### src/sv/urx_pkg.sv
// Shared types, codes and constants for the edge-timestamp UART receiver.
`timescale 1ns / 1ps

package urx_pkg;

    localparam logic [2:0] FUNC_EDGE    = 3'd0;
    localparam logic [2:0] FUNC_TIMEOUT = 3'd1;
    localparam logic [2:0] FUNC_READ    = 3'd2;
    localparam logic [2:0] FUNC_PEEK    = 3'd3;
    localparam logic [2:0] FUNC_FLUSH   = 3'd4;

    localparam logic [1:0] CFG_BIT_PERIOD   = 2'd0;
    localparam logic [1:0] CFG_FIRST_OFFSET = 2'd1;
    localparam logic [1:0] CFG_STOP_TIMEOUT = 2'd2;
    localparam logic [1:0] CFG_RX_ENABLE    = 2'd3;

    localparam logic [15:0] RST_BIT_PERIOD   = 16'd694;
    localparam logic [15:0] RST_FIRST_OFFSET = 16'd741;
    localparam logic [15:0] RST_STOP_TIMEOUT = 16'd6419;

    // eight sample points per frame: count 8 means the next shift ends it
    localparam logic [3:0] LAST_SAMPLE = 4'd8;

    typedef struct packed {
        logic [2:0]  func;
        logic [15:0] capture_time;
    } t_in_word;

    typedef struct packed {
        logic [7:0]  data;
        logic        data_valid;
        logic [5:0]  fill_level;
        logic        byte_stored;
        logic        byte_dropped;
        logic        timeout_armed;
        logic [15:0] timeout_deadline;
    } t_out_word;

    typedef enum logic [2:0] {
        S_IDLE,
        S_DISPATCH,
        S_EDGE,
        S_TMO,
        S_FIN,
        S_DONE
    } t_state;

    typedef struct packed {
        logic capture;
        logic edge_first;
        logic edge_step;
        logic tmo_step;
        logic finish;
        logic rd_issue;
        logic flush;
        logic res_load;
    } t_dp_cmd;

    typedef struct packed {
        logic [2:0] func;
        logic       count_zero;
        logic       edge_due;
        logic       last_bit;
        logic       armed;
        logic       can_read;
        logic       out_free;
    } t_dp_stat;

endpackage

### src/sv/urx_dp.sv
// Receiver datapath: config, frame shifter, timers, receive ring, result register.
`timescale 1ns / 1ps

module urx_dp
    import urx_pkg::*;
#(
    parameter int RING_CAPACITY = 63
) (
    input  logic        i_clk,
    input  logic        i_rst_n,
    input  logic        i_cfg_we,
    input  logic [1:0]  i_cfg_idx,
    input  logic [15:0] i_cfg_data,
    input  t_in_word    i_in_word,
    input  t_dp_cmd     i_cmd,
    output t_dp_stat    o_stat,
    output t_out_word   o_out_word,
    output logic        o_out_valid,
    input  logic        i_out_ready
);

    localparam int DEPTH  = RING_CAPACITY + 1;
    localparam int SW     = $clog2(DEPTH);
    localparam int FILL_W = (SW + 1 > 6) ? SW + 1 : 6;

    function automatic logic [SW-1:0] next_slot(input logic [SW-1:0] s);
        next_slot = (s >= SW'(RING_CAPACITY)) ? '0 : s + 1'b1;
    endfunction

    logic [15:0]   r_bit_period, r_first_off, r_stop_to;
    logic          r_rx_en;
    logic [2:0]    r_func, n_func;
    logic [15:0]   r_time, n_time;
    logic          r_level, n_level;
    logic [3:0]    r_count, n_count;
    logic [7:0]    r_shift, n_shift;
    logic [15:0]   r_target, n_target;
    logic          r_armed, n_armed;
    logic [15:0]   r_deadline, n_deadline;
    logic [SW-1:0] r_wr_slot, n_wr_slot;
    logic [SW-1:0] r_rd_slot, n_rd_slot;
    logic          r_rd_valid, n_rd_valid;
    logic          r_stored, n_stored;
    logic          r_dropped, n_dropped;
    t_out_word     r_out_word, n_out_word;
    logic          r_out_valid, n_out_valid;
    logic [7:0]    r_mem [DEPTH];
    logic [7:0]    r_mem_q;

    logic [15:0]     time_diff;
    logic [SW-1:0]   wr_next, rd_next;
    logic            ring_full;
    logic [FILL_W-1:0] fill;

    assign time_diff = r_time - r_target;
    assign wr_next   = next_slot(r_wr_slot);
    assign rd_next   = next_slot(r_rd_slot);
    assign ring_full = (wr_next == r_rd_slot);

    always_comb begin
        fill = FILL_W'(r_wr_slot) - FILL_W'(r_rd_slot);
        if (r_wr_slot < r_rd_slot) fill = fill + FILL_W'(DEPTH);
        if (!r_rx_en) fill = '0;
    end

    assign o_stat.func       = r_func;
    assign o_stat.count_zero = (r_count == '0);
    assign o_stat.edge_due   = ~time_diff[15];
    assign o_stat.last_bit   = (r_count == LAST_SAMPLE);
    assign o_stat.armed      = r_armed;
    assign o_stat.can_read   = r_rx_en && (r_rd_slot != r_wr_slot);
    assign o_stat.out_free   = !r_out_valid || i_out_ready;

    assign o_out_word  = r_out_word;
    assign o_out_valid = r_out_valid;

    always_ff @(posedge i_clk) begin
        if (!i_rst_n) begin
            r_bit_period <= RST_BIT_PERIOD;
            r_first_off  <= RST_FIRST_OFFSET;
            r_stop_to    <= RST_STOP_TIMEOUT;
            r_rx_en      <= 1'b1;
        end else if (i_cfg_we) begin
            case (i_cfg_idx)
                CFG_BIT_PERIOD:   r_bit_period <= i_cfg_data;
                CFG_FIRST_OFFSET: r_first_off  <= i_cfg_data;
                CFG_STOP_TIMEOUT: r_stop_to    <= i_cfg_data;
                CFG_RX_ENABLE:    r_rx_en      <= i_cfg_data[0];
                default:          r_rx_en      <= r_rx_en;
            endcase
        end
    end

    always_comb begin
        n_func      = r_func;
        n_time      = r_time;
        n_level     = r_level;
        n_count     = r_count;
        n_shift     = r_shift;
        n_target    = r_target;
        n_armed     = r_armed;
        n_deadline  = r_deadline;
        n_wr_slot   = r_wr_slot;
        n_rd_slot   = r_rd_slot;
        n_rd_valid  = r_rd_valid;
        n_stored    = r_stored;
        n_dropped   = r_dropped;
        n_out_word  = r_out_word;
        n_out_valid = r_out_valid;

        if (i_cmd.capture) begin
            n_func     = i_in_word.func;
            n_time     = i_in_word.capture_time;
            n_rd_valid = 1'b0;
            n_stored   = 1'b0;
            n_dropped  = 1'b0;
        end
        if (i_cmd.edge_first) begin
            n_level = ~r_level;
            if (r_count == '0 && !r_level) begin
                n_deadline = r_time + r_stop_to;
                n_armed    = 1'b1;
                n_target   = r_time + r_first_off;
                n_count    = 4'd1;
            end
        end
        if (i_cmd.edge_step) begin
            n_shift  = {r_level, r_shift[7:1]};
            n_target = r_target + r_bit_period;
            n_count  = r_count + 4'd1;
        end
        if (i_cmd.tmo_step) begin
            n_shift = {~r_level, r_shift[7:1]};
            n_count = r_count + 4'd1;
        end
        if (i_cmd.finish) begin
            n_armed = 1'b0;
            n_level = 1'b0;
            n_count = '0;
            if (!ring_full) begin
                n_wr_slot = wr_next;
                n_stored  = 1'b1;
            end else begin
                n_dropped = 1'b1;
            end
        end
        if (i_cmd.rd_issue) begin
            n_rd_valid = 1'b1;
            if (r_func == FUNC_READ) n_rd_slot = rd_next;
        end
        if (i_cmd.flush) begin
            n_rd_slot = '0;
            n_wr_slot = '0;
        end
        if (r_out_valid && i_out_ready) n_out_valid = 1'b0;
        if (i_cmd.res_load) begin
            n_out_valid                 = 1'b1;
            n_out_word.data             = r_rd_valid ? r_mem_q : 8'd0;
            n_out_word.data_valid       = r_rd_valid;
            n_out_word.fill_level       = fill[5:0];
            n_out_word.byte_stored      = r_stored;
            n_out_word.byte_dropped     = r_dropped;
            n_out_word.timeout_armed    = r_armed;
            n_out_word.timeout_deadline = r_armed ? r_deadline : 16'd0;
        end
    end

    always_ff @(posedge i_clk) begin
        if (!i_rst_n) begin
            r_level     <= 1'b0;
            r_count     <= '0;
            r_armed     <= 1'b0;
            r_wr_slot   <= '0;
            r_rd_slot   <= '0;
            r_out_valid <= 1'b0;
            r_shift     <= '0;
            r_target    <= '0;
            r_deadline  <= '0;
        end else begin
            r_level     <= n_level;
            r_count     <= n_count;
            r_armed     <= n_armed;
            r_wr_slot   <= n_wr_slot;
            r_rd_slot   <= n_rd_slot;
            r_out_valid <= n_out_valid;
            r_shift     <= n_shift;
            r_target    <= n_target;
            r_deadline  <= n_deadline;
        end
    end

    always_ff @(posedge i_clk) begin
        r_func     <= n_func;
        r_time     <= n_time;
        r_rd_valid <= n_rd_valid;
        r_stored   <= n_stored;
        r_dropped  <= n_dropped;
        r_out_word <= n_out_word;
    end

    always_ff @(posedge i_clk) begin
        if (i_cmd.finish && !ring_full) r_mem[wr_next] <= r_shift;
        if (i_cmd.rd_issue) r_mem_q <= r_mem[rd_next];
    end

endmodule

### config.mk
export PLATFORM = sky130hd
export DESIGN_NAME = urx_dp
export DESIGN_NICKNAME = d
export VERILOG_FILES = /design/src/sv/urx_pkg.sv /design/src/sv/urx_dp.sv
export SDC_FILE = /design/constraint.sdc
export NUM_CORES = 1
export LEC_CHECK = 0
export BUFFER_PORTS_ARGS = -buffer_cell sky130_fd_sc_hd__buf_2
export CAP_MARGIN = 20
export CELL_PAD_IN_SITES_DETAIL_PLACEMENT = 0
export CELL_PAD_IN_SITES_GLOBAL_PLACEMENT = 1
export CORE_MARGIN = 1
export CORE_UTILIZATION = 40
export DETAILED_ROUTE_END_ITERATION = 10
export PLACE_DENSITY = 0.7
export RECOVER_POWER = 25
export SKIP_LAST_GASP = 1
export SLEW_MARGIN = 20
export SYNTH_ARGS = -nofsm -noshare
export SYNTH_HDL_FRONTEND = slang
export SYNTH_SLANG_ARGS = --single-unit
### constraint.sdc
create_clock -name i_clk -period 8.4 [get_ports i_clk]
set_input_delay 0.42 -clock i_clk [delete_from_list [all_inputs] [get_ports i_clk]]
set_output_delay 0.42 -clock i_clk [all_outputs]
set_load 0.005 [all_outputs]
==> results_dict.tcl <==
set metrics [dict create \
    outcome "finished with violations" \
    violations "max-capacitance violations, max-slew violations" \
    worstPathArrival_ns 4.79 \
    peakVddDrop_mv 0.151 \
    dpl_cell_area_um2 30300 \
    yosysSeqAreaShare 0.671 \
    firstDrtPassIters 5 \
    die_height_um 271 \
    die_area_um2 73400 \
    portBuffers 92 \
    core-area_um2 71500 \
    cts_buffers 76 \
    mostFrequentLayoutCells "nand2_1 (590), edfxtp_1 (573), nand3_1 (216)" \
    p_leak_nw 11.6 \
    tightest_slew_ns 3.38 \
    min_period_over_period 0.517 \
    ctsResizeCount 0 \
    clkPwrFrac 0.431 \
    grt_max_degree 91 \
    drt_wl_total_um 77800 \
    setup_viol 0 \
    min_path_type "primary input to flip-flop" \
    postRouteAntennaNets 0 \
    grt_pass1_wl_um 117000 \
    antenna_found_initial 1 \
    clkTransAtPathRegs_ns 0.06 \
    final_cell_area_um2 32800 \
    drt_iter0_drc 1677 \
    nFillCells 6427 \
    synthArstFlopShare 0 \
    final_layout_size_suffix_gt1_frac 0.0888 \
    syn_avg_cell_area_um2 11.8 \
    syn_inst 2444 \
    required_ns 8.85 \
    p_total_mw 7.41 \
    start_util 0.405 \
    crit_path_end_kind "flip-flop" \
    ys_seq_elements 684 \
    switching_power_mw 1.67 \
    slowest_stage "buf_4" \
    timing.critical_path.cells "ha_1 -> and3_1 -> a21o_4 -> buf_4 -> mux2i_1 -> a32oi_1 -> nand4_1 -> nand3_1 -> o21ai_0 -> o21ai_0" \
    ys_types 57 \
    clk_latency_ns 0.61 \
    powerDensity_nw_per_um2 226 \
    area_growth_syn_to_layout_pct 13.4 \
    start_kind "flip-flop" \
    avgRoutedWirePerCell_um 22.1 \
    setup_tns_ns 0 \
    ys_dominant_reg_cell "edfxtp_1" \
    place_congestion 0.838 \
    ctsRootBufferMaster "clkbuf_16" \
    max_slew_margin -1.25 \
    antenna_cells 0 \
    drv_cap 7 \
    die_w_um 271 \
    drcViolationCount 0 \
    p_sw_frac 0.225 \
    final_common_cell "nand2_1" \
    cts_buffer_depth 3 \
    clock_sinks 684 \
    critical_path.most_common_cell "o21ai_0" \
    critPathMaxFanout 90 \
    period_needed_ns 4.34 \
    cts_hold_buf 17 \
    htreeDepth 3 \
    hold_viol 0 \
    skew_ns 0.0234 \
    track_usage 0.211 \
    vias_per_cell 5.45 \
    syn-num-nets 2565 \
    synth_edf_count 573 \
    rows 98 \
    pin_count 93 \
    cp_slowest_stage_delay_ns 0.95 \
    post_layout_nonfiller_instances 3528 \
    pwr-share-seq 0.508 \
    fmax_ghz 0.230 \
    postCtsSetupBuffers 0 \
    place_inst 3377 \
    rsz0062_at_grt "no" \
    crit_type "flip-flop to flip-flop" \
    cts_tree "done" \
    via_count 19200 \
    slew_viol_final 400 \
    ys_warn_count 0 \
    cellInternalPower_mw 5.74 \
    utilization 0.459 \
    syn_area_um2 28900 \
    hpwl_um 47500 \
    nets 2643 \
    p_comb_frac 0.061 \
    grt_pass1_vias 18700 \
    grt-ovfl-total 0 \
]
-- layer usage --
metal	share of wire	GRT usage
met1	0.44	0.294
met2	0.47	0.337
met3	0.057	0.0265
met4	0.030	0.0770
met5	0	0
-- cells by family (layout without fill, tap and decap cells) --
family                     count (synthesis)  count (layout)  share of synthesized area
muxes                                     52              52                     0.0180
AOI/OAI and AO/OA                        313             313                     0.0708
DFF                                      684             684                      0.671
and+or+nand+nor                         1093            1093                      0.166
buffers and inverters                    166             300                     0.0224
xor gates and xnor gates                  64              64                     0.0194
adders and majority gates                 72              72                     0.0322
-- per-stage QoR --
stage | setup slack (ns) | hold WS [ns]
floorplan | 5.65 | 0.409
global placement | 4.12 | 0.419
detailed placement | 4.04 | 0.419
CTS | 4.02 | 0.00450
global route | 3.73 | 0.0464
finish | 4.06 | 0.0603
-- Yosys cell counts, types with 12 or more instances --
cell type | instances | share of area
ha_1 | 68 | 0.029
a211oi_1 | 23 | 0.0060
dfxtp_1 | 111 | 0.077
nor2_1 | 120 | 0.016
o21ai_0 | 63 | 0.011
clkbuf_1 | 108 | 0.014
nand3_1 | 216 | 0.037
nor3_1 | 12 | 0.0021
a21oi_1 | 98 | 0.017
a32oi_1 | 49 | 0.015
inv_1 | 35 | 0.0045
mux2i_1 | 52 | 0.018
nand4_1 | 68 | 0.015
xnor2_1 | 39 | 0.012
xor2_1 | 25 | 0.0076
edfxtp_1 | 573 | 0.59
and2_1 | 35 | 0.0076
a21o_1 | 17 | 0.0044
nand2_1 | 590 | 0.077
buf_2 | 15 | 0.0026
-- state kept, by name, summed over array words and instances (netlist names), 3 cells and up --
signal	count
r_rd_slot	6
r_shift	8
r_first_off	16
r_func	3
r_count	4
r_bit_period	16
r_mem_q	8
r_stop_to	16
r_wr_slot	6
o_out_word	34
r_time	16
r_target	16
r_mem	512
r_deadline	16
-- cell type report --
type / instances / area (um2) / share of cell area
well taps: 950 / 1190 / 0.0362
repair buffers: 131 / 773 / 0.0236
flip-flops and latches: 684 / 19400 / 0.592
clock buffers: 93 / 2000 / 0.0609
multi-input cells: 1594 / 8920 / 0.272
clock inverters: 41 / 372 / 0.0113
inverters: 35 / 131 / 0.00400
-- critical path, delay by kind of cell (launching register included) --
family	cells	cell delay, ns
buffers and inverters	1	0.95
AO/OA/AOI/OAI	4	1.40
flip-flops	1	0.53
multiplexers	1	0.17
AND/OR/NAND/NOR	3	0.71
adder cells (fa/ha/maj)	1	0.34
-- power by group through the flow --
stage               Combinational, mW  Sequential (mW)  Clock [mW]
global route                    0.500             3.77        3.37
detailed placement              0.442             3.83           0
floorplan                       0.291             3.82           0
finish                          0.451             3.77        3.19
CTS                             0.452             3.76        3.24
global placement                0.437             3.83           0
-- final timing paths --
kind	endpoint	from	slack, ns	cells after the start
worst min-delay path	r_first_off[9]	i_cfg_data[9]	0.06	3
worst max register to register	r_mem_q[5]	r_rd_slot[0]	4.06	10
worst max-delay path	r_mem_q[5]	r_rd_slot[0]	4.06	10
worst min register to register	o_out_word[17]	r_dropped	0.44	0
Note: power is estimated with default switching activity, not from simulation.
