===== src/sv/urx_pkg.sv =====
// Shared types, codes and constants for the edge-timestamp UART receiver.
`timescale 1ns / 1ps

package urx_pkg;

    localparam logic [2:0] FUNC_EDGE    = 3'd0;
    localparam logic [2:0] FUNC_TIMEOUT = 3'd1;
    localparam logic [2:0] FUNC_READ    = 3'd2;
    localparam logic [2:0] FUNC_PEEK    = 3'd3;
    localparam logic [2:0] FUNC_FLUSH   = 3'd4;

    localparam logic [1:0] CFG_BIT_PERIOD   = 2'd0;
    localparam logic [1:0] CFG_FIRST_OFFSET = 2'd1;
    localparam logic [1:0] CFG_STOP_TIMEOUT = 2'd2;
    localparam logic [1:0] CFG_RX_ENABLE    = 2'd3;

    localparam logic [15:0] RST_BIT_PERIOD   = 16'd694;
    localparam logic [15:0] RST_FIRST_OFFSET = 16'd741;
    localparam logic [15:0] RST_STOP_TIMEOUT = 16'd6419;

    // eight sample points per frame: count 8 means the next shift ends it
    localparam logic [3:0] LAST_SAMPLE = 4'd8;

    typedef struct packed {
        logic [2:0]  func;
        logic [15:0] capture_time;
    } t_in_word;

    typedef struct packed {
        logic [7:0]  data;
        logic        data_valid;
        logic [5:0]  fill_level;
        logic        byte_stored;
        logic        byte_dropped;
        logic        timeout_armed;
        logic [15:0] timeout_deadline;
    } t_out_word;

    typedef enum logic [2:0] {
        S_IDLE,
        S_DISPATCH,
        S_EDGE,
        S_TMO,
        S_FIN,
        S_DONE
    } t_state;

    typedef struct packed {
        logic capture;
        logic edge_first;
        logic edge_step;
        logic tmo_step;
        logic finish;
        logic rd_issue;
        logic flush;
        logic res_load;
    } t_dp_cmd;

    typedef struct packed {
        logic [2:0] func;
        logic       count_zero;
        logic       edge_due;
        logic       last_bit;
        logic       armed;
        logic       can_read;
        logic       out_free;
    } t_dp_stat;

endpackage


===== src/sv/urx_ctrl.sv =====
// Sequencing state machine for the receiver datapath.
`timescale 1ns / 1ps

module urx_ctrl
    import urx_pkg::*;
(
    input  logic     i_clk,
    input  logic     i_rst_n,
    input  logic     i_in_valid,
    output logic     o_in_ready,
    input  t_dp_stat i_stat,
    output t_dp_cmd  o_cmd
);

    t_state r_state;
    t_state n_state;

    always_ff @(posedge i_clk) begin
        if (!i_rst_n) begin
            r_state <= S_IDLE;
        end else begin
            r_state <= n_state;
        end
    end

    always_comb begin
        n_state = r_state;
        case (r_state)
            S_IDLE: begin
                if (i_in_valid) n_state = S_DISPATCH;
            end
            S_DISPATCH: begin
                case (i_stat.func)
                    FUNC_EDGE:    n_state = i_stat.count_zero ? S_DONE : S_EDGE;
                    FUNC_TIMEOUT: n_state = i_stat.armed ? S_TMO : S_DONE;
                    default:      n_state = S_DONE;
                endcase
            end
            S_EDGE: begin
                if (!i_stat.edge_due) n_state = S_DONE;
                else if (i_stat.last_bit) n_state = S_FIN;
            end
            S_TMO: begin
                if (i_stat.last_bit) n_state = S_FIN;
            end
            S_FIN: n_state = S_DONE;
            S_DONE: begin
                if (i_stat.out_free) n_state = S_IDLE;
            end
            default: n_state = S_IDLE;
        endcase
    end

    always_comb begin
        o_cmd      = '0;
        o_in_ready = 1'b0;
        case (r_state)
            S_IDLE: begin
                o_in_ready    = 1'b1;
                o_cmd.capture = i_in_valid;
            end
            S_DISPATCH: begin
                case (i_stat.func)
                    FUNC_EDGE:  o_cmd.edge_first = 1'b1;
                    FUNC_READ,
                    FUNC_PEEK:  o_cmd.rd_issue = i_stat.can_read;
                    FUNC_FLUSH: o_cmd.flush = 1'b1;
                    default:    o_cmd = '0;
                endcase
            end
            S_EDGE:  o_cmd.edge_step = i_stat.edge_due;
            S_TMO:   o_cmd.tmo_step = 1'b1;
            S_FIN:   o_cmd.finish = 1'b1;
            S_DONE:  o_cmd.res_load = i_stat.out_free;
            default: o_cmd = '0;
        endcase
    end

endmodule


===== config.mk =====
export PLATFORM = sky130hd
export DESIGN_NAME = urx_ctrl
export DESIGN_NICKNAME = d
export VERILOG_FILES = /design/src/sv/urx_pkg.sv /design/src/sv/urx_ctrl.sv
export SDC_FILE = /design/constraint.sdc
export NUM_CORES = 1
export LEC_CHECK = 0
export BUFFER_PORTS_ARGS = -buffer_cell sky130_fd_sc_hd__buf_2
export CORE_AREA = 3 3 40 42
export DETAILED_ROUTE_END_ITERATION = 6
export DIE_AREA = 0 0 43 45
export SETUP_SLACK_MARGIN = 0.02
export SLEW_MARGIN = 40
export SYNTH_ARGS = -nofsm -noshare
export SYNTH_HDL_FRONTEND = slang
export SYNTH_SLANG_ARGS = --single-unit

===== constraint.sdc =====
create_clock -name i_clk -period 1.45 [get_ports i_clk]
set_input_delay 0.2175 -clock i_clk [delete_from_list [all_inputs] [get_ports i_clk]]
set_output_delay 0.2175 -clock i_clk [all_outputs]
set_load 0.01 [all_outputs]

==> impl_results.md, run 1 <==
- Total wire length: roughly 750 um
- Critical Path End Type: output port
- Die height: around 45 um
- YS warnings: 0
- Largest net degree at the start of global routing: 13
- RD Place Congestion: approximately 0.73
- Multi-input gate area: roughly 260 sq um
- Yosys top cell by area: dfxtp_1
- Switching part of the total power: 0.316
- Hold buffers post-CTS: 0
- Fraction of layout cells with a size suffix above 1: 0.531
- Area share of the largest cell type after synthesis: 0.200
- EDFF count, synth: 0
- Post-synth design cell area: approximately 300 sq um
- CTS Buf Count: 3
- Fin crit share: 1.06
- Initial antenna violation count: 0
- Distinct cells, synth: 23
- Int Power: 279 uW
- I/O pins: 21
- Max Slew Vio Count: 0
- Worst Tran Pin Value: 0.266 ns
- Starting DRT DRC Count: 7
- Sequential cell area: 61.3 sq um
- NetSw: ~130 uW
- Post-synthesis sequential area ratio: 0.200
- Max reg flops: 3
- Crit start category: flop
- Min-Delay Path Class: input port to flop
- First-pass GRT wire length: 1320 um
- Drc violations: 0
- Outcome: finished, violations left
- CP Max Fanout: 4
- Number of global-route vias before repair: 324
- CTS sink count: 3
- Slowest cell delay on critical path: ~0.42 ns
- Setup violators final: 3
- CP top delay family: simple AND/OR/NAND/NOR gates
- Yosys reg bits: 3
- Post-DP HPWL: 603 um
- GRT Util Overall: 0.0914
- Biggest regs: r_state (3)
- Hold Path Stages: 2
- Placed Area: roughly 430 sq um
- Worst vdd ir: 379 uV
- PwrDens: ~800 mW/mm^2
- Failing checks: negative setup slack
- Ant diodes: 0
- Flop pwr share: 0.235
- Final instance area: approximately 500 sq um
- Syn Inst Count: 39
- Starting Density: 0.234
- Total vias in the final route: between 300 and 400
- Required time of the worst setup path: 1.23 ns
- Syn_area_per_cell: approximately 7.7 sq um
- Drt wl/cell: around 9.5 um
- Buffers on Ports: 20
- Grt total ovfl: 0
- Critical path class: flop to output port
- RSZ-0062 raised after global routing: yes
- Critical Path, Cell by Cell: or3b_4, nor4b_2, buf_2
- Worst setup margin: -0.0816 ns
- Fin Setup TNS: -0.135 ns
- Final net count: 77
- R2R depth: 4
- Crit path DAT: roughly 1.3 ns
- Slew HR: 0.820
- Setup WS pre-CTS: slightly above 0.08 ns
- Core region area: roughly 0.0013 sq mm
- Clock slew seen by the registers of the worst setup and hold paths: approximately 0.040 ns
- Row count: 13
- First-pass DRT Iterations: 4
- Leading cell types by count after synthesis: a21oi_1, dfxtp_1, nand2b_1, nor2_1
- Stages on worst setup path: 3
- # H-tree levels: 1
- Fin Clk Skew: 0.000733 ns
- CP Buf/Inv Count: 1
- CTS Root Cell: clkbuf_4
- Synth async-reset ratio: 0
- Post-Syn Nets: around 50
- Final hold vios: 0
- Max Freq: 653 MHz
- CTS Buffer Depth: 2
- Synth-to-Final Area Change: 67.1%
- Max Cap Viol: 0
- CP max-delay cell: or3b_4
- Lkg Pwr: about 0.00023 uW
- Chip Width: ~43 um
- Worst-Skew Late Latency: about 0.23 ns
- CTS tree: yes
- Register name with the most flops: r_state
- Worst reg-to-reg setup slack: 0.19 ns
- Post-route minimum period: ~1.5 ns
- Clk pwr share: 0.353
- Layout fillers: roughly 140
- Synth Flop Type: dfxtp_1
- Final ANT Viol Nets: 0
- Combinational Power Share: 0.412
- Synth top area cells: dfxtp_1, and4b_1, nand2b_1
- DR vias/cell: ~4.8
- Overall die area: roughly 0.0019 sq mm
==> power groups by stage <==
stage	combinational (uW)	clock (uW)	sequential (uW)
2_1_floorplan	90.3	0	96.5
4_1_cts	154	146	95.7
5_1_grt	186	164	96.6
3_3_place_gp	147	0	95.6
6_report	168	144	95.8
3_5_place_dp	146	0	96.5
==> cells in the final DEF, fill, tap and decap left out, types with 2 or more instances in the layout <==
cell type | netlist | layout
a21oi_1 | 3 | 3
o21a_1 | 2 | 2
and4b_1 | 2 | 2
nor2_1 | 3 | 3
nand2b_1 | 3 | 3
clkbuf_4 | 0 | 3
o31a_1 | 2 | 2
buf_2 | 2 | 20
buf_4 | 0 | 4
dfxtp_1 | 3 | 2
nor3b_1 | 2 | 2
==> worst paths after layout <==
| check | to | start |
|---|---|---|
| setup reg to reg | r_state[1] | r_state[2] |
| hold / removal | r_state[1] | i_rst_n |
| setup / recovery | o_cmd[1] | r_state[2] |
| hold reg to reg | r_state[2] | r_state[2] |
==> metrics by stage <==
stage | power [uW] | hold slack (ns) | cells | utilization
2_1_floorplan | 187 | 0.335 | 39 | -
3_3_place_gp | 242 | 0.456 | 74 | 0.333
3_5_place_dp | 242 | 0.462 | 74 | 0.333
4_1_cts | 396 | 0.227 | 79 | 0.365
5_1_grt | 447 | 0.226 | 79 | 0.390
6_report | 408 | 0.223 | 79 | 0.390
==> layout make-up <==
class / instances / share of cell area
Clock buffer: 4 / 0.0524
Timing Repair Buffer: 24 / 0.259
Tap cell: 15 / 0.0374
Inverter: 1 / 0.00748
Multi-Input combinational cell: 32 / 0.521
Sequential cell: 3 / 0.122
==> worst reg2reg max path: cells and delay by family (launching register included) <==
kind	cells	cell delay, ns
AND/OR/NAND/NOR	2	0.65
buffers and inverters	1	0.15
flip-flops	1	0.30
AO/OA/AOI/OAI	1	0.12
==> kinds of logic (layout without fill, tap and decap cells) <==
kind of cell	count (synthesis)	in the layout	synth area share
AO/OA/AOI/OAI	10	10	0.242
AND/OR/NAND/NOR	22	22	0.500
flip-flops	3	3	0.200
buffers and inverters	4	29	0.0583
==> layer usage <==
| layer | up-vias | part of all wire | global-route usage |
|---|---|---|---|
| met4 | 0 | 0 | 0.0542 |
| met1 | 161 | 0.47 | 0.108 |
| li1 | 202 | - | - |
| met5 | - | 0 | 0 |
| met3 | 0 | 0.082 | 0.0438 |
| met2 | 16 | 0.45 | 0.135 |
==> repair_timing <==
action	CTS	global route
pin swaps	1	0
setup endpoints to repair	3	5
gates resized for setup	2	5
buffers inserted	1	0
(Power assumes the default switching activity.)
==> run 2, diff against run 1 <==
--- a/config.mk
+++ b/config.mk
@@ -10,6 +10,7 @@
 export DETAILED_ROUTE_END_ITERATION = 6
 export DIE_AREA = 0 0 43 45
 export SETUP_SLACK_MARGIN = 0.02
+export SKIP_CTS_REPAIR_TIMING = 1
 export SLEW_MARGIN = 40
 export SYNTH_ARGS = -nofsm -noshare
 export SYNTH_HDL_FRONTEND = slang
==> impl_results.md, run 2 (same netlist as run 1, synthesis figures left out) <==
- Final ANT Viol Nets: 0
- Slew HR: 0.820
- Fin Setup TNS: -0.147 ns
- Core region area: around 0.0013 sq mm
- Placed Area: around 430 sq um
- Max Slew Vio Count: 0
- Min-Delay Path Class: input port to flop
- DR vias/cell: 4.71
- CTS Buffer Depth: 2
- Fin crit share: 1.06
- Chip Width: between 40 and 50 um
- Post-route minimum period: between 1.5 and 2 ns
- Worst vdd ir: 379 uV
- Crit start category: flop
- Drt wl/cell: ~9.7 um
- Lkg Pwr: ~0.00023 uW
- Starting Density: 0.234
- Synth-to-Final Area Change: 62.5%
- CTS Buf Count: 3
- Final instance area: 488 sq um
- Overall die area: approximately 0.0019 sq mm
- RSZ-0062 raised after global routing: yes
- Critical Path End Type: output port
- Fraction of layout cells with a size suffix above 1: 0.524
- Outcome: finished, violations left
- Buffers on Ports: 20
- RD Place Congestion: about 0.73
- Post-DP HPWL: around 600 um
- Fin Clk Skew: roughly 0.00070 ns
- Max Freq: approximately 650 MHz
- Register name with the most flops: r_state
- Crit path DAT: 1.32 ns
- Final hold vios: 0
- Grt total ovfl: 0
- Critical path class: flop to output port
- Die height: 45 um
- Most common cell after layout, fill and taps aside: buf_2
- Clock slew seen by the registers of the worst setup and hold paths: approximately 0.040 ns
- Worst Tran Pin Value: around 0.27 ns
- Total vias in the final route: around 370
- Final net count: 76
- Setup WS pre-CTS: between 0.08 and 0.09 ns
- Initial antenna violation count: 0
- Worst-Skew Late Latency: about 0.23 ns
- CTS tree: yes
- Worst setup margin: -0.0854 ns
- First-pass GRT wire length: between 1000 and 1500 um
- Drc violations: 0
- # H-tree levels: 1
- Max Cap Viol: 0
- CTS Root Cell: clkbuf_4
- Required time of the worst setup path: approximately 1.2 ns
- Total wire length: 760 um
- GRT Util Overall: 0.0906
- First-pass DRT Iterations: 3
- Row count: 13
- Largest net degree at the start of global routing: 13
- I/O pins: 21
- Ant diodes: 0
- Setup violators final: 3
- CP Max Fanout: 5
- Number of global-route vias before repair: 321
- Failing checks: negative setup slack
- Worst reg-to-reg setup slack: between 0.2 and 0.3 ns
- CTS sink count: 3
- PwrDens: between 800 and 900 mW/mm^2
- Max reg flops: 3
- Biggest regs: r_state (3)
- Starting DRT DRC Count: 5
-- run 2: layout make-up --
cell class              instances  area, sq um
fillers                       140          797
multi-input cells              32          255
repair buffers                 23          123
flip-flops and latches          3         61.3
clock buffers                   4         26.3
well taps                      15         18.8
inverters                       1         3.75
-- run 2: worst paths after layout --
check,startpoint,to,cells after the start
max,r_state[2],o_cmd[1],3
min,i_rst_n,r_state[1],2
min reg2reg,r_state[2],r_state[2],2
max reg2reg,r_state[2],r_state[0],4
-- run 2: metrics by stage --
stage	utilization	total power (uW)	hold WS [ns]	instances
after global routing	0.380	433	0.226	78
after CTS	0.353	387	0.227	78
after floorplan	-	187	0.335	39
final	0.380	395	0.223	78
after detailed placement	0.333	242	0.462	74
after global placement	0.333	242	0.456	74
-- run 2: worst max-delay path, cell delays in order, from the launching register on --
cell and delay [ns]:
dfxtp_1 0.30, or3b_4 0.42, nor4b_2 0.21, buf_2 0.16
-- run 2: power breakdown --
| part | switching [uW] | total (uW) | leakage, uW | internal [uW] |
|---|---|---|---|---|
| combinational | 81.3 | 156 | 0.000188 | 75.2 |
| clock | 39.5 | 142 | 0.0000150 | 103 |
| sequential | 3.47 | 95.7 | 0.0000249 | 92.3 |
-- run 2: routing by layer --
metal / share of wire / routed length, um / up-vias / global-route usage
li1: - / - / 198 / -
met1: 0.48 / 367 / 155 / 0.106
met2: 0.44 / 333 / 14 / 0.135
met3: 0.078 / 59 / 0 / 0.0438
met4: 0 / 0 / 0 / 0.0542
met5: 0 / 0 / - / 0
==> run 3, diff against run 2 <==
--- a/config.mk
+++ b/config.mk
@@ -9,6 +9,7 @@
 export CORE_AREA = 3 3 40 42
 export DETAILED_ROUTE_END_ITERATION = 6
 export DIE_AREA = 0 0 43 45
+export MAX_ROUTING_LAYER = met4
 export SETUP_SLACK_MARGIN = 0.02
 export SKIP_CTS_REPAIR_TIMING = 1
 export SLEW_MARGIN = 40
==> impl_results.md, run 3 (same netlist as run 1, synthesis figures left out) <==
- Outcome: finished, violations left
- Failing checks: negative setup slack
- R2R depth: 4
- CTS tree: yes
- Row count: 13
- Critical path class: flop to output port
- First-pass GRT wire length: 1290 um
- Final net count: between 70 and 80
- Chip Width: around 43 um
- First-pass DRT Iterations: 3
- Worst Tran Pin Value: 0.266 ns
- Starting Density: 0.234
- Fin Clk Skew: between 0.0006 and 0.0007 ns
- Overall die area: approximately 0.0019 sq mm
- Synth-to-Final Area Change: 62.5%
- Top Layer Used: met3
- Min-Delay Path Class: input port to flop
- I/O pins: 21
- WL met2: ~330 um
- Fin crit share: 1.06
- Core region area: 0.00128 sq mm
- Slew HR: 0.820
- Worst-Skew Late Latency: roughly 0.23 ns
- Drt wl/cell: ~9.7 um
- Biggest regs: r_state (3)
- Most common cell after layout, fill and taps aside: buf_2
- Hold Path Stages: 2
- WL met1: 374 um
- Finished Core Util: 0.380
- Max Freq: 651 MHz
- Crit Reg-Reg Startpoint: r_state[2]
- Die height: approximately 45 um
- Max reg flops: 3
- Total vias in the final route: ~370
- Grt total ovfl: 0
- Starting DRT DRC Count: 5
- Fraction of layout cells with a size suffix above 1: 0.524
- Placed Area: 428 sq um
- # H-tree levels: 1
- CTS Buf Count: 3
- GRT Util Overall: 0.0908
- Lkg Pwr: 0.000227 uW
- Initial antenna violation count: 0
- Crit path DAT: 1.32 ns
- Max Cap Viol: 0
- Hold EP: r_state[1]
- Critical Path End Type: output port
- Worst reg-to-reg setup slack: approximately 0.29 ns
- Final hold vios: 0
- Required time of the worst setup path: 1.23 ns
- RD Place Congestion: ~0.74
- Max Slew Vio Count: 0
- Total wire length: around 760 um
- Metal3 WL: ~53 um
- Number of global-route vias before repair: between 300 and 400
- Worst vdd ir: roughly 380 uV
- PwrDens: slightly above 800 mW/mm^2
- Largest net degree at the start of global routing: 13
- Hold path startpoint: i_rst_n
- DR vias/cell: around 4.7
- Crit start category: flop
- Clock slew seen by the registers of the worst setup and hold paths: about 0.04 ns
- CTS sink count: 3
- Post-route minimum period: around 1.5 ns
- CP Max Fanout: 5
- Drc violations: 0
- Register name with the most flops: r_state
- RSZ-0062 raised after global routing: yes
- Buffers on Ports: 20
- Setup WS pre-CTS: between 0.08 and 0.09 ns
- Post-DP HPWL: roughly 600 um
- Worst setup margin: -0.0854 ns
- Setup violators final: 3
- Ant diodes: 0
- Final instance area: between 400 and 500 sq um
- Final ANT Viol Nets: 0
- Tot Pwr: between 300 and 400 uW
- CTS Root Cell: clkbuf_4
- Reg2reg end: r_state[0]
- CTS Buffer Depth: 2
run 3: cell counts in the layout (fill, tap and decap cells not counted):
Identical to the previous run, type by type.
run 3: worst max-delay path by stage:
stage,startpoint,endpoint,depth (start not counted)
3_3_place_gp,r_state[2],o_cmd[1],3
6_report,r_state[2],o_cmd[1],3
3_5_place_dp,r_state[0],o_cmd[1],3
4_1_cts,r_state[0],o_cmd[1],3
2_1_floorplan,r_state[2],o_cmd[1],2
5_1_grt,r_state[2],o_cmd[1],3
run 3: layer usage:
metal | track usage | vias to the layer above
met5 | - | -
met2 | 0.135 | 14
li1 | - | 198
met1 | 0.108 | 155
met3 | 0.0279 | 0
met4 | 0.0542 | 0
run 3: where the power goes:
group          leakage, uW  internal (uW)  switching (uW)
Combinational     0.000188           75.2            81.3
Clock            0.0000150            103            39.5
Sequential       0.0000249           92.3            3.47
Total             0.000227            270             124
run 3: worst max-delay path: stages, from the launching register on:
cell and delay, ns:
dfxtp_1 0.30, or3b_4 0.42, nor4b_2 0.21, buf_2 0.16
run 3: layout make-up:
cell class                 instances  area, sq um
fill                             140          797
multi-input combinational         32          255
timing repair buffer              23          123
sequential                         3         61.3
clock buffer                       4         26.3
tap                               15         18.8
inverter                           1         3.75
run 3: through the flow:
step / std cells / setup TNS [ns] / hold slack (ns)
after CTS: 78 / -0.255 / 0.227
after detailed placement: 74 / 0 / 0.462
after global routing: 78 / -0.369 / 0.231
final: 78 / -0.146 / 0.223
after global placement: 74 / 0 / 0.456
after floorplan: 39 / 0 / 0.335
